File: src/sv/assert_macros.svh
// Concurrent assertion helpers; compiled out for synthesis.
`ifndef ASSERT_MACROS_SVH
`define ASSERT_MACROS_SVH

`ifndef SYNTHESIS

`define ASSERT_IMPLIES(label, clk, rst, ante, cons) \
  label: assert property (@(posedge clk) disable iff (rst) (ante) |-> (cons)) \
    else $error("assertion failed");

`define ASSERT_NEXT(label, clk, rst, ante, cons) \
  label: assert property (@(posedge clk) disable iff (rst) (ante) |=> (cons)) \
    else $error("assertion failed");

`else

`define ASSERT_IMPLIES(label, clk, rst, ante, cons)

`define ASSERT_NEXT(label, clk, rst, ante, cons)

`endif

`endif

File: src/sv/kht_pkg.sv
package kht_pkg;

  localparam int ENTRIES = 16;
  localparam int IDX_W   = $clog2(ENTRIES);

  localparam int KEY_W    = 64;
  localparam int TIME_W   = 32;
  localparam int CNT_W    = 32;
  localparam int SLOT_W   = 4;
  localparam int STATUS_W = 2;
  localparam int REC_W    = CNT_W + TIME_W;

  localparam int S_TDATA_W = ((KEY_W + TIME_W + 7) / 8) * 8;
  localparam int S_PAD_W   = S_TDATA_W - KEY_W - TIME_W;
  localparam int M_TDATA_W = ((SLOT_W + CNT_W + 7) / 8) * 8;
  localparam int M_PAD_W   = M_TDATA_W - SLOT_W - CNT_W;

  localparam logic [IDX_W:0]   SCAN_END  = (IDX_W + 1)'(ENTRIES);
  localparam logic [IDX_W-1:0] LAST_IDX  = IDX_W'(ENTRIES - 1);
  localparam logic [CNT_W-1:0] COUNT_MAX = '1;
  localparam logic [CNT_W-1:0] COUNT_ONE = CNT_W'(1);

  localparam logic ACT_ADD     = 1'b0;
  localparam logic ACT_REFRESH = 1'b1;

  typedef enum logic [STATUS_W-1:0] {
    ST_UPDATED   = 2'd0,
    ST_INSERTED  = 2'd1,
    ST_FULL      = 2'd2,
    ST_NOT_FOUND = 2'd3
  } kht_status_t;

  typedef enum logic [1:0] {
    S_IDLE,
    S_SCAN,
    S_DONE
  } kht_state_t;

  typedef struct packed {
    logic              action;
    logic [KEY_W-1:0]  user_key;
    logic [TIME_W-1:0] now_time;
  } kht_req_t;

  typedef struct packed {
    kht_status_t       status;
    logic [SLOT_W-1:0] slot_index;
    logic [CNT_W-1:0]  hit_count;
  } kht_res_t;

endpackage

File: src/sv/kht_ram.sv
module kht_ram #(
  parameter int WIDTH = 8,
  parameter int DEPTH = 16
) (
  input  logic                     clk,
  input  logic                     we,
  input  logic [$clog2(DEPTH)-1:0] waddr,
  input  logic [WIDTH-1:0]         wdata,
  input  logic [$clog2(DEPTH)-1:0] raddr,
  output logic [WIDTH-1:0]         rdata
);

  logic [WIDTH-1:0] mem [DEPTH];

  always_ff @(posedge clk) begin
    if (we) begin
      mem[waddr] <= wdata;
    end
    rdata <= mem[raddr];
  end

endmodule

File: src/sv/kht_engine.sv
`include "assert_macros.svh"

module kht_engine (
  input  logic              clk,
  input  logic              rst,
  input  logic              req_valid,
  output logic              req_ready,
  input  kht_pkg::kht_req_t req,
  output logic              res_valid,
  input  logic              res_ready,
  output kht_pkg::kht_res_t res
);

  import kht_pkg::*;

  kht_state_t state;
  kht_state_t state_next;

  kht_req_t         req_q;
  logic [IDX_W:0]   rd_idx;
  logic             cmp_vld;
  logic [IDX_W-1:0] cmp_idx;
  logic             hit_q;
  logic [IDX_W-1:0] hit_idx;
  logic [CNT_W-1:0] cnt_q;
  logic             free_found;
  logic [IDX_W-1:0] free_idx;
  logic [ENTRIES-1:0] occupied;

  logic [KEY_W-1:0] key_rd;
  logic [REC_W-1:0] rec_rd;
  logic             rd_more;
  logic             cmp_hit;
  logic             cmp_last;
  logic [CNT_W-1:0] upd_count;
  logic             commit;
  logic             do_insert;
  logic             key_we;
  logic             rec_we;
  logic [IDX_W-1:0] wr_idx;
  logic [REC_W-1:0] rec_wdata;

  kht_ram #(.WIDTH(KEY_W), .DEPTH(ENTRIES)) u_key_ram (
    .clk   (clk),
    .we    (key_we),
    .waddr (wr_idx),
    .wdata (req_q.user_key),
    .raddr (rd_idx[IDX_W-1:0]),
    .rdata (key_rd)
  );

  kht_ram #(.WIDTH(REC_W), .DEPTH(ENTRIES)) u_rec_ram (
    .clk   (clk),
    .we    (rec_we),
    .waddr (wr_idx),
    .wdata (rec_wdata),
    .raddr (rd_idx[IDX_W-1:0]),
    .rdata (rec_rd)
  );

  assign rd_more  = (rd_idx != SCAN_END);
  assign cmp_hit  = cmp_vld && occupied[cmp_idx] && (key_rd == req_q.user_key);
  assign cmp_last = cmp_vld && (cmp_idx == LAST_IDX);

  always_comb begin
    state_next = state;
    case (state)
      S_IDLE: begin
        if (req_valid) begin
          state_next = S_SCAN;
        end
      end
      S_SCAN: begin
        if (cmp_hit || cmp_last) begin
          state_next = S_DONE;
        end
      end
      S_DONE: begin
        if (res_ready) begin
          state_next = S_IDLE;
        end
      end
      default: state_next = S_IDLE;
    endcase
  end

  always_comb begin
    req_ready = (state == S_IDLE);
    res_valid = (state == S_DONE);
    commit    = (state == S_DONE) && res_ready;

    if ((req_q.action == ACT_REFRESH) || (cnt_q == COUNT_MAX)) begin
      upd_count = cnt_q;
    end else begin
      upd_count = cnt_q + COUNT_ONE;
    end

    do_insert      = 1'b0;
    wr_idx         = hit_idx;
    rec_wdata      = {req_q.now_time, upd_count};
    res.status     = ST_FULL;
    res.slot_index = '0;
    res.hit_count  = '0;

    if (hit_q) begin
      res.status     = ST_UPDATED;
      res.slot_index = SLOT_W'(hit_idx);
      res.hit_count  = upd_count;
    end else if (req_q.action == ACT_REFRESH) begin
      res.status = ST_NOT_FOUND;
    end else if (free_found) begin
      do_insert      = 1'b1;
      wr_idx         = free_idx;
      rec_wdata      = {req_q.now_time, COUNT_ONE};
      res.status     = ST_INSERTED;
      res.slot_index = SLOT_W'(free_idx);
      res.hit_count  = COUNT_ONE;
    end

    key_we = commit && do_insert;
    rec_we = commit && (hit_q || do_insert);
  end

  always_ff @(posedge clk) begin
    if (rst) begin
      state    <= S_IDLE;
      occupied <= '0;
      cmp_vld  <= 1'b0;
    end else begin
      state <= state_next;
      case (state)
        S_IDLE: begin
          if (req_valid) begin
            req_q      <= req;
            rd_idx     <= '0;
            cmp_vld    <= 1'b0;
            hit_q      <= 1'b0;
            free_found <= 1'b0;
          end
        end
        S_SCAN: begin
          if (rd_more) begin
            rd_idx <= rd_idx + 1'b1;
          end
          cmp_vld <= rd_more;
          cmp_idx <= rd_idx[IDX_W-1:0];
          if (cmp_vld && !occupied[cmp_idx] && !free_found) begin
            free_found <= 1'b1;
            free_idx   <= cmp_idx;
          end
          if (cmp_hit) begin
            hit_q   <= 1'b1;
            hit_idx <= cmp_idx;
            cnt_q   <= rec_rd[CNT_W-1:0];
          end
        end
        S_DONE: begin
          if (key_we) begin
            occupied[free_idx] <= 1'b1;
          end
        end
        default: begin
          cmp_vld <= 1'b0;
        end
      endcase
    end
  end

  `ASSERT_IMPLIES(a_hit_occupied, clk, rst, (state == S_DONE) && hit_q, occupied[hit_idx])
  `ASSERT_IMPLIES(a_free_empty, clk, rst, (state == S_DONE) && free_found, !occupied[free_idx])
  `ASSERT_NEXT(a_insert_grows, clk, rst, key_we, $countones(occupied) == $past($countones(occupied)) + 1)
  `ASSERT_IMPLIES(a_write_in_done, clk, rst, rec_we || key_we, (state == S_DONE) && res_ready)

endmodule

File: src/sv/keyed_heartbeat_table.sv
// Channel   Direction  tdata (low bit up)                tuser
// s_*       in         user_key[63:0], now_time[95:64]   action[0]
// m_*       out        slot_index[3:0], hit_count[35:4]  status[1:0]
//
// The time from accept to the result transaction is set by the key scan: one key memory
// read per cycle, stopping at the first match or after the last entry.
// One request is in flight at a time; s_tready is high only when the engine is idle.
// The result waits in the output register, so a stalled m_tready holds the next
// request only once it finishes its own scan.
// Reset clears every occupied bit at once; no clearing pass is needed.
module keyed_heartbeat_table (
  input  logic                           clk,
  input  logic                           rst,
  input  logic                           s_tvalid,
  output logic                           s_tready,
  input  logic [kht_pkg::S_TDATA_W-1:0]  s_tdata,  // user_key, now_time
  input  logic                           s_tuser,  // action
  output logic                           m_tvalid,
  input  logic                           m_tready,
  output logic [kht_pkg::M_TDATA_W-1:0]  m_tdata,  // slot_index, hit_count, zero pad
  output logic [kht_pkg::STATUS_W-1:0]   m_tuser   // status
);

  import kht_pkg::*;

  kht_req_t req;
  kht_res_t res;
  logic     req_ready;
  logic     res_valid;
  logic     res_ready;

  assign req.action   = s_tuser;
  assign req.user_key = s_tdata[KEY_W-1:0];
  assign req.now_time = s_tdata[KEY_W +: TIME_W];
  assign s_tready     = req_ready;
  assign res_ready    = !m_tvalid || m_tready;

  kht_engine u_engine (
    .clk       (clk),
    .rst       (rst),
    .req_valid (s_tvalid),
    .req_ready (req_ready),
    .req       (req),
    .res_valid (res_valid),
    .res_ready (res_ready),
    .res       (res)
  );

  always_ff @(posedge clk) begin
    if (rst) begin
      m_tvalid <= 1'b0;
    end else if (res_valid && res_ready) begin
      m_tvalid <= 1'b1;
    end else if (m_tready) begin
      m_tvalid <= 1'b0;
    end
  end

  always_ff @(posedge clk) begin
    if (res_valid && res_ready) begin
      m_tdata <= {{M_PAD_W{1'b0}}, res.hit_count, res.slot_index};
      m_tuser <= res.status;
    end
  end

endmodule
File: config.mk
export PLATFORM = sky130hd
export DESIGN_NAME = keyed_heartbeat_table
export DESIGN_NICKNAME = d
export VERILOG_FILES = /design/src/sv/kht_pkg.sv /design/src/sv/kht_ram.sv /design/src/sv/kht_engine.sv /design/src/sv/keyed_heartbeat_table.sv
export VERILOG_INCLUDE_DIRS = /design/src /design/src/sv
export SDC_FILE = /design/constraint.sdc
export NUM_CORES = 2
export LEC_CHECK = 0
export BUFFER_PORTS_ARGS = -buffer_cell sky130_fd_sc_hd__buf_2
export CORE_MARGIN = 1
export CORE_UTILIZATION = 60
export DETAILED_ROUTE_END_ITERATION = 6
export PLACE_DENSITY = 0.77
export SLEW_MARGIN = 20
export SYNTH_ARGS = -nofsm -noshare
export SYNTH_HDL_FRONTEND = slang
export SYNTH_SLANG_ARGS = --single-unit
File: constraint.sdc
create_clock -name clk -period 7.35 [get_ports clk]
set_clock_uncertainty 0.15 [all_clocks]
set_input_delay 0.735 -clock clk [delete_from_list [all_inputs] [get_ports clk]]
set_output_delay 0.735 -clock clk [all_outputs]
set_load 0.1 [all_outputs]
== Yosys cells after proc, flatten, opt, wreduce, memory -nomap -nowiden ==
Memory sizes are Yosys's and may differ from the RTL's. A register that Yosys moved wholly into a read port is not among the register bits.
Cells that the tools add are included.
Storage, ports and cells
  memories kept: 2
  input port bits: 101
  word-level logic and storage cells: 104
  output and inout bits: 44
  register bits: 206
  memory bits (writable): 2048
Operators by class
  $add $sub $neg: 2
  eq/ne operators: 12
  reductions and logical operators: 29
  mux-type cells: 37
  magnitude comparators: 3
  bitwise gates (word level): 3
Memories
  u_engine.u_key_ram.mem: depth 16, bits a word 64, read ports 1, clocked after memory_dff 1, wr ports 1, RTL line kht_ram.sv:13  | logic [WIDTH-1:0] mem [DEPTH];
  u_engine.u_rec_ram.mem: depth 16, bits a word 64, read ports 1, clocked after memory_dff 1, wr ports 1, RTL line kht_ram.sv:13
Operators by type and width (count)
  $mux W32: 4
  $mux W36: 2
  $eq A64 B64 Y1: 1
  $mux W38: 1
  $add A32 B1 Y32 const B: 1
  $eq A32 B32 Y1 const B: 1
  $or A16 B16 Y16: 1
  $mux W1: 14
  $mux W4: 3
  $reduce_and A3 Y1: 4
  $reduce_and A4 Y1: 3
  $lt A4 B5 Y1 const B: 2
  $mux W5: 2
  $ne A2 B1 Y1 const B: 5
  $pmux W5 S2: 1
  $logic_and A1 B1 Y1: 9
  $mux W2: 4
  $pmux W2 S3: 1
  $reduce_and A2 Y1: 3
  $add A5 B1 Y5 const B: 1
  $ne A5 B5 Y1 const B: 1
  $bmux W1 S4: 1
  $demux W1 S4: 1
  $eq A4 B4 Y1 const B: 1
  other kinds (11): 19

== Longest topological paths before layout ==
  word-level depth: 7
  gate-level depth with buffers: 8
  gate-level depth less buffers: 7

== Cells and area by module ==
From an unflattened synthesis, not the netlist that was laid out.
Second synthesis, totals
  cell total of the unflattened synthesis: 3912
  area total of the unflattened synthesis: 87722.9 sq um
Modules (own cells, without submodules)
  kht_ram: area an instance 39581.7 sq um, instances 2, cells an instance 1647, sequential area each 32030.7 sq um
  kht_engine: area an instance 7329.5 sq um, instances 1, cells an instance 570, sequential area each 4824.6 sq um
  keyed_heartbeat_table: area an instance 1229.9 sq um, instances 1, cells an instance 48, sequential area each 1161.1 sq um

== Worst setup path before layout ==
No wires, ideal clock.
  path type: register -> register
  start: register m_tvalid
  end: memory u_engine.u_key_ram.mem[1][0] in the netlist's numbering, enable pin
  cell stages (with the launch flop): 7
  arrival: 5.150 ns
  buffers on the path: 0
  slack: 1.562 ns
  setup time: 0.488 ns
  clock period less this slack: 5.788 ns
  required time: 6.712 ns
  cell sequence: dfxtp_1 -> nand2b_1 -> nand2_1 -> inv_1 -> nand2_1 -> or3_1 -> nor2_1
On the way
  word-level cells in the longest chain between the ends: 6
Ends and longest elaborated chain
  start, declared: RTL line keyed_heartbeat_table.sv:18  | output logic m_tvalid,
  start signal, assigned: RTL line keyed_heartbeat_table.sv:51  | m_tvalid <= 1'b0;
  start signal, assigned: RTL line keyed_heartbeat_table.sv:53  | m_tvalid <= 1'b1;
  start signal, assigned: RTL line keyed_heartbeat_table.sv:55  | m_tvalid <= 1'b0;
  $logic_not A1 Y1: RTL line keyed_heartbeat_table.sv:36  | assign res_ready = !m_tvalid || m_tready;
  $logic_or A1 B1 Y1: RTL line keyed_heartbeat_table.sv:36
  $logic_and A1 B1 Y1: RTL line kht_engine.sv:90  | commit = (state == S_DONE) && res_ready;
  net u_engine.commit: RTL line kht_engine.sv:36  | logic commit;
  $logic_and A1 B1 Y1: RTL line kht_engine.sv:120  | key_we = commit && do_insert;
  $mux W1: RTL line kht_ram.sv:16  | if (we) begin
  $mux W1 (not written as such): RTL line kht_ram.sv:17  | mem[waddr] <= wdata;
  end, declared: RTL line kht_ram.sv:13
The timed path passes the listed nets, and every way through them passes these cells.

== Worst setup path in the final report ==
  start: register u_engine.req_q[53] in the netlist's numbering
  end: register u_engine.cnt_q[10], enable pin
On the way
  word-level cells in the longest chain between the ends: 3
Ends and longest elaborated chain
  start, declared: RTL line kht_engine.sv:19  | kht_req_t req_q;
  start signal, assigned: RTL line kht_engine.sv:134  | req_q <= req;
  $eq A64 B64 Y1: RTL line kht_engine.sv:62  | assign cmp_hit = cmp_vld && occupied[cmp_idx] && (key_rd == req_q.user_key);
  $logic_and A1 B1 Y1: RTL line kht_engine.sv:62
  $reduce_and A3 Y1 (no source line)
  end signal, assigned: RTL line kht_engine.sv:154  | cnt_q <= rec_rd[CNT_W-1:0];
  end, declared: RTL line kht_engine.sv:25  | logic [CNT_W-1:0] cnt_q;
Every way passes these cells.
A chain may end at the register's enable or synchronous reset.

==> out/metrics.csv <==
metric,value,unit
period utilization,60.9,%
post-route minimum period,4.48,ns
Startpoint Class,flop,
dpl cells,4393,
CTS tree,yes,
post-CTS sizing,0,
yosys warns,0,
nets,3230,
"commonest non-fill, non-tap cell in the layout",edfxtp_1,
Seq pwr share,53.6,%
Max Slew Vio Count,0,
Post-Syn Area per Cell,23.5,µm²
Root Driver,clkbuf_16,
critical path class,flop to flop,
most frequent cells in the layout,"edfxtp_1, mux4_2, clkbuf_16",
GPL Wtd Cong,0.794,
Post-synth EDFFs,1690,
"Seq/Total Area, Yosys",79.0,%
number of detailed-route iterations in the first pass,6,
1st-iter DRT viols,4036,
sw power,4.30,mW
DP HPWL,74000,µm
fraction of registers with async set/reset,0,%
share of cells above drive strength 1,29.5,%
die area,113000,µm²
Detailed Route WL,151000,µm
Max Cap Viol,0,
final non-filler cell area,76100,µm²
max_slew headroom,24.7,%
setup ws final,2.87,ns
"CTS clk-pin slew, worst paths",0.06,ns
cell area power density,280,nW/µm²
# setup viols final,0,
worst-margin pin slew,1.13,ns
R2R depth,7,
die height,337,µm
Sw Ratio,20.1,%
HP Start,s_tdata[22],
clk_lat worst skew,0.78,ns
initial antenna violation count,6,
number of core rows,122,
CTS H-tree depth,4,
part of the power in combinational logic,4.7,%
vias in the first global route,32400,
Core Area,111000,µm²
Vias,31500,
dominant synthesized flop cell,edfxtp_1,
Residual DRC,0,
Finished Core Util,68.7,%
Overflow after GRT,0,
CP required,7.59,ns
Max IR drop VDD,0.262,mV
flop2flop setup slack,2.87,ns
fill cell count,6384,
Avg WL per Cell,31.7,µm
hold path depth,1,
Hold Path Sink,u_engine.req_q[54],
Mapped Area,67200,µm²
Hold Fails Final Rpt,0,
Die W,337,µm
Bufs on Longest Clock Path,3,
clock power share,41.8,%
highest clock rate,223,MHz
Starting Density,60.6,%
Hold WC Path Type,primary input to flop,
peak fanout along the critical path,32,
clock sinks,1806,
#FFs+latches synth,1806,
Static Leak,24.0,nW
Post-Place Cell Area,69900,µm²
RR Endpoint,u_engine.cnt_q[10],
first-pass GRT wire length,220000,µm
cell internal pwr,17.0,mW
number of library cell types mapped by synthesis,55,
RSZ-0062 raised after global routing,false,
run status,"complete, no violations",
Setup crit end kind,flop,
setup_tns,0,ns
footprint of the multi-input gates,13800,µm²
detail-routed via count per cell,6.62,
Place WS,3.00,ns
register area,53100,µm²
Crit Reg-Reg Startpoint,u_engine.req_q[53],
Layout area overhead,13.3,%
I/O Buffers,108,
global-route total usage across every layer,27.4,%
CTS Buf Count,172,
"Arr. time, crit path",4.72,ns
largest net degree at the start of global routing,165,
Cells after Synth,2856,
Post-DRT Antenna Nets,0,
Layout Cells excl Fill,4758,
IO Count,145,
-- cell type report --
| type | count | share of cell area, % |
|---|---|---|
| well taps | 1488 | 2.45 |
| inverters | 19 | 0.0937 |
| flip-flops and latches | 1806 | 69.7 |
| clock buffers | 257 | 6.64 |
| multi-input cells | 907 | 18.1 |
| clock inverters | 58 | 0.880 |
| repair buffers | 220 | 2.10 |
| diodes | 3 | 0.00986 |
-- state kept, by name, indices dropped and copies added, names as in the netlist --
register	flops
u_engine.u_key_ram.rdata	64
u_engine.free_found	1
u_engine.u_rec_ram.mem	512
u_engine.cmp_vld	1
m_tuser	2
m_tvalid	1
u_engine.u_key_ram.mem	1024
u_engine.req_q	65
u_engine.cnt_q	32
u_engine.occupied	16
u_engine.cmp_idx	4
u_engine.u_rec_ram.rdata	32
u_engine.state	2
u_engine.hit_idx	4
m_tdata	36
u_engine.free_idx	4
u_engine.rd_idx	5
u_engine.hit_q	1
-- cell usage after synthesis (all sizes together), types with 2 or more instances --
library cell     n  area [µm²]
edfxtp        1690       50700
mux4           484       10900
nor2           128         480
dfxtp          116        2320
clkbuf          75         282
xor2            53         464
buf             52         265
xnor2           27         236
nand2           26        97.6
nand2b          22         138
inv             19        71.3
a21oi           17        85.1
nand3           17         100
nand4           15         100
nor4            14         115
nor2b           12        75.1
o21ai           10        50.0
nor3             9        45.0
a31oi            8        56.3
and3             7        45.1
nor3b            7        57.6
mux2i            5        50.1
o21ba            5        50.1
a22o             4        35.0
or3              4        25.0
and2             3        18.8
and4             3        27.5
ha               3        37.5
o2111ai          3        26.3
a2111oi          2        17.5
o2111a           2        22.5
o31ai            2        15.0
or4              2        18.8
-- metal layers --
layer	up-vias	routed length [µm]	global-route usage, %
met3	343	12600	4.71
met1	16600	55100	36.4
met2	1973	78600	46.6
met4	2	4590	8.90
met5	-	13	0
li1	12500	-	-
-- stage by stage --
stage          power (mW)  hold WS [ns]
3_5_place_dp         12.6         0.239
5_1_grt              21.9        0.0112
2_1_floorplan        12.3         0.236
4_1_cts              21.4       0.00364
6_report             21.3        0.0419
3_3_place_gp         12.6         0.240
-- worst max path at each step --
stage	start	end	slack (ns)
floorplan	m_tvalid	u_engine.u_key_ram.mem[1][0]	1.56
global placement	u_engine.req_q[53]	u_engine.cnt_q[25]	2.99
detailed placement	u_engine.req_q[49]	u_engine.cnt_q[26]	3.00
CTS	u_engine.req_q[53]	u_engine.cnt_q[27]	3.01
global route	u_engine.req_q[76]	u_engine.cnt_q[10]	2.93
finish	u_engine.req_q[53]	u_engine.cnt_q[10]	2.87
-- cells by family (layout without fill, tap and decap cells) --
group | Yosys count | count (layout) | synth area share, %
compound gates | 62 | 62 | 0.663
xor+xnor | 80 | 80 | 1.04
fa+ha+maj | 3 | 3 | 0.0559
buf+inv | 146 | 554 | 0.920
flops | 1806 | 1806 | 79.0
mux | 489 | 489 | 16.3
other cells | 1 | 7 | 0.00558
simple gates | 269 | 269 | 2.00
-- critical path, cell delays in order (launching register included) --
cell and delay, ns:
edfxtp_1 0.60, xor2_1 0.26, nor4_1 0.60, nand4_1 0.47, nor4_1 0.78, nand3_1 0.45, nor2_4 0.28, buf_4 0.49
-- repair_timing --
action / 4_1_cts / 5_1_grt
endpoints found under the hold margin: 46 / 0
hold buffers: 46 / 0
buffers inserted: 0 / 0
setup endpoints to repair: 0 / 0
-- power by group through the flow --
stage / clock network, mW / logic, mW / registers [mW]
final: 8.91 / 1.00 / 11.4
after global routing: 9.37 / 1.06 / 11.4
after CTS: 9.00 / 1.01 / 11.4
after detailed placement: 0 / 0.973 / 11.6
after global placement: 0 / 0.955 / 11.6
after floorplan: 0 / 0.731 / 11.6
(Power assumes the default switching activity.)
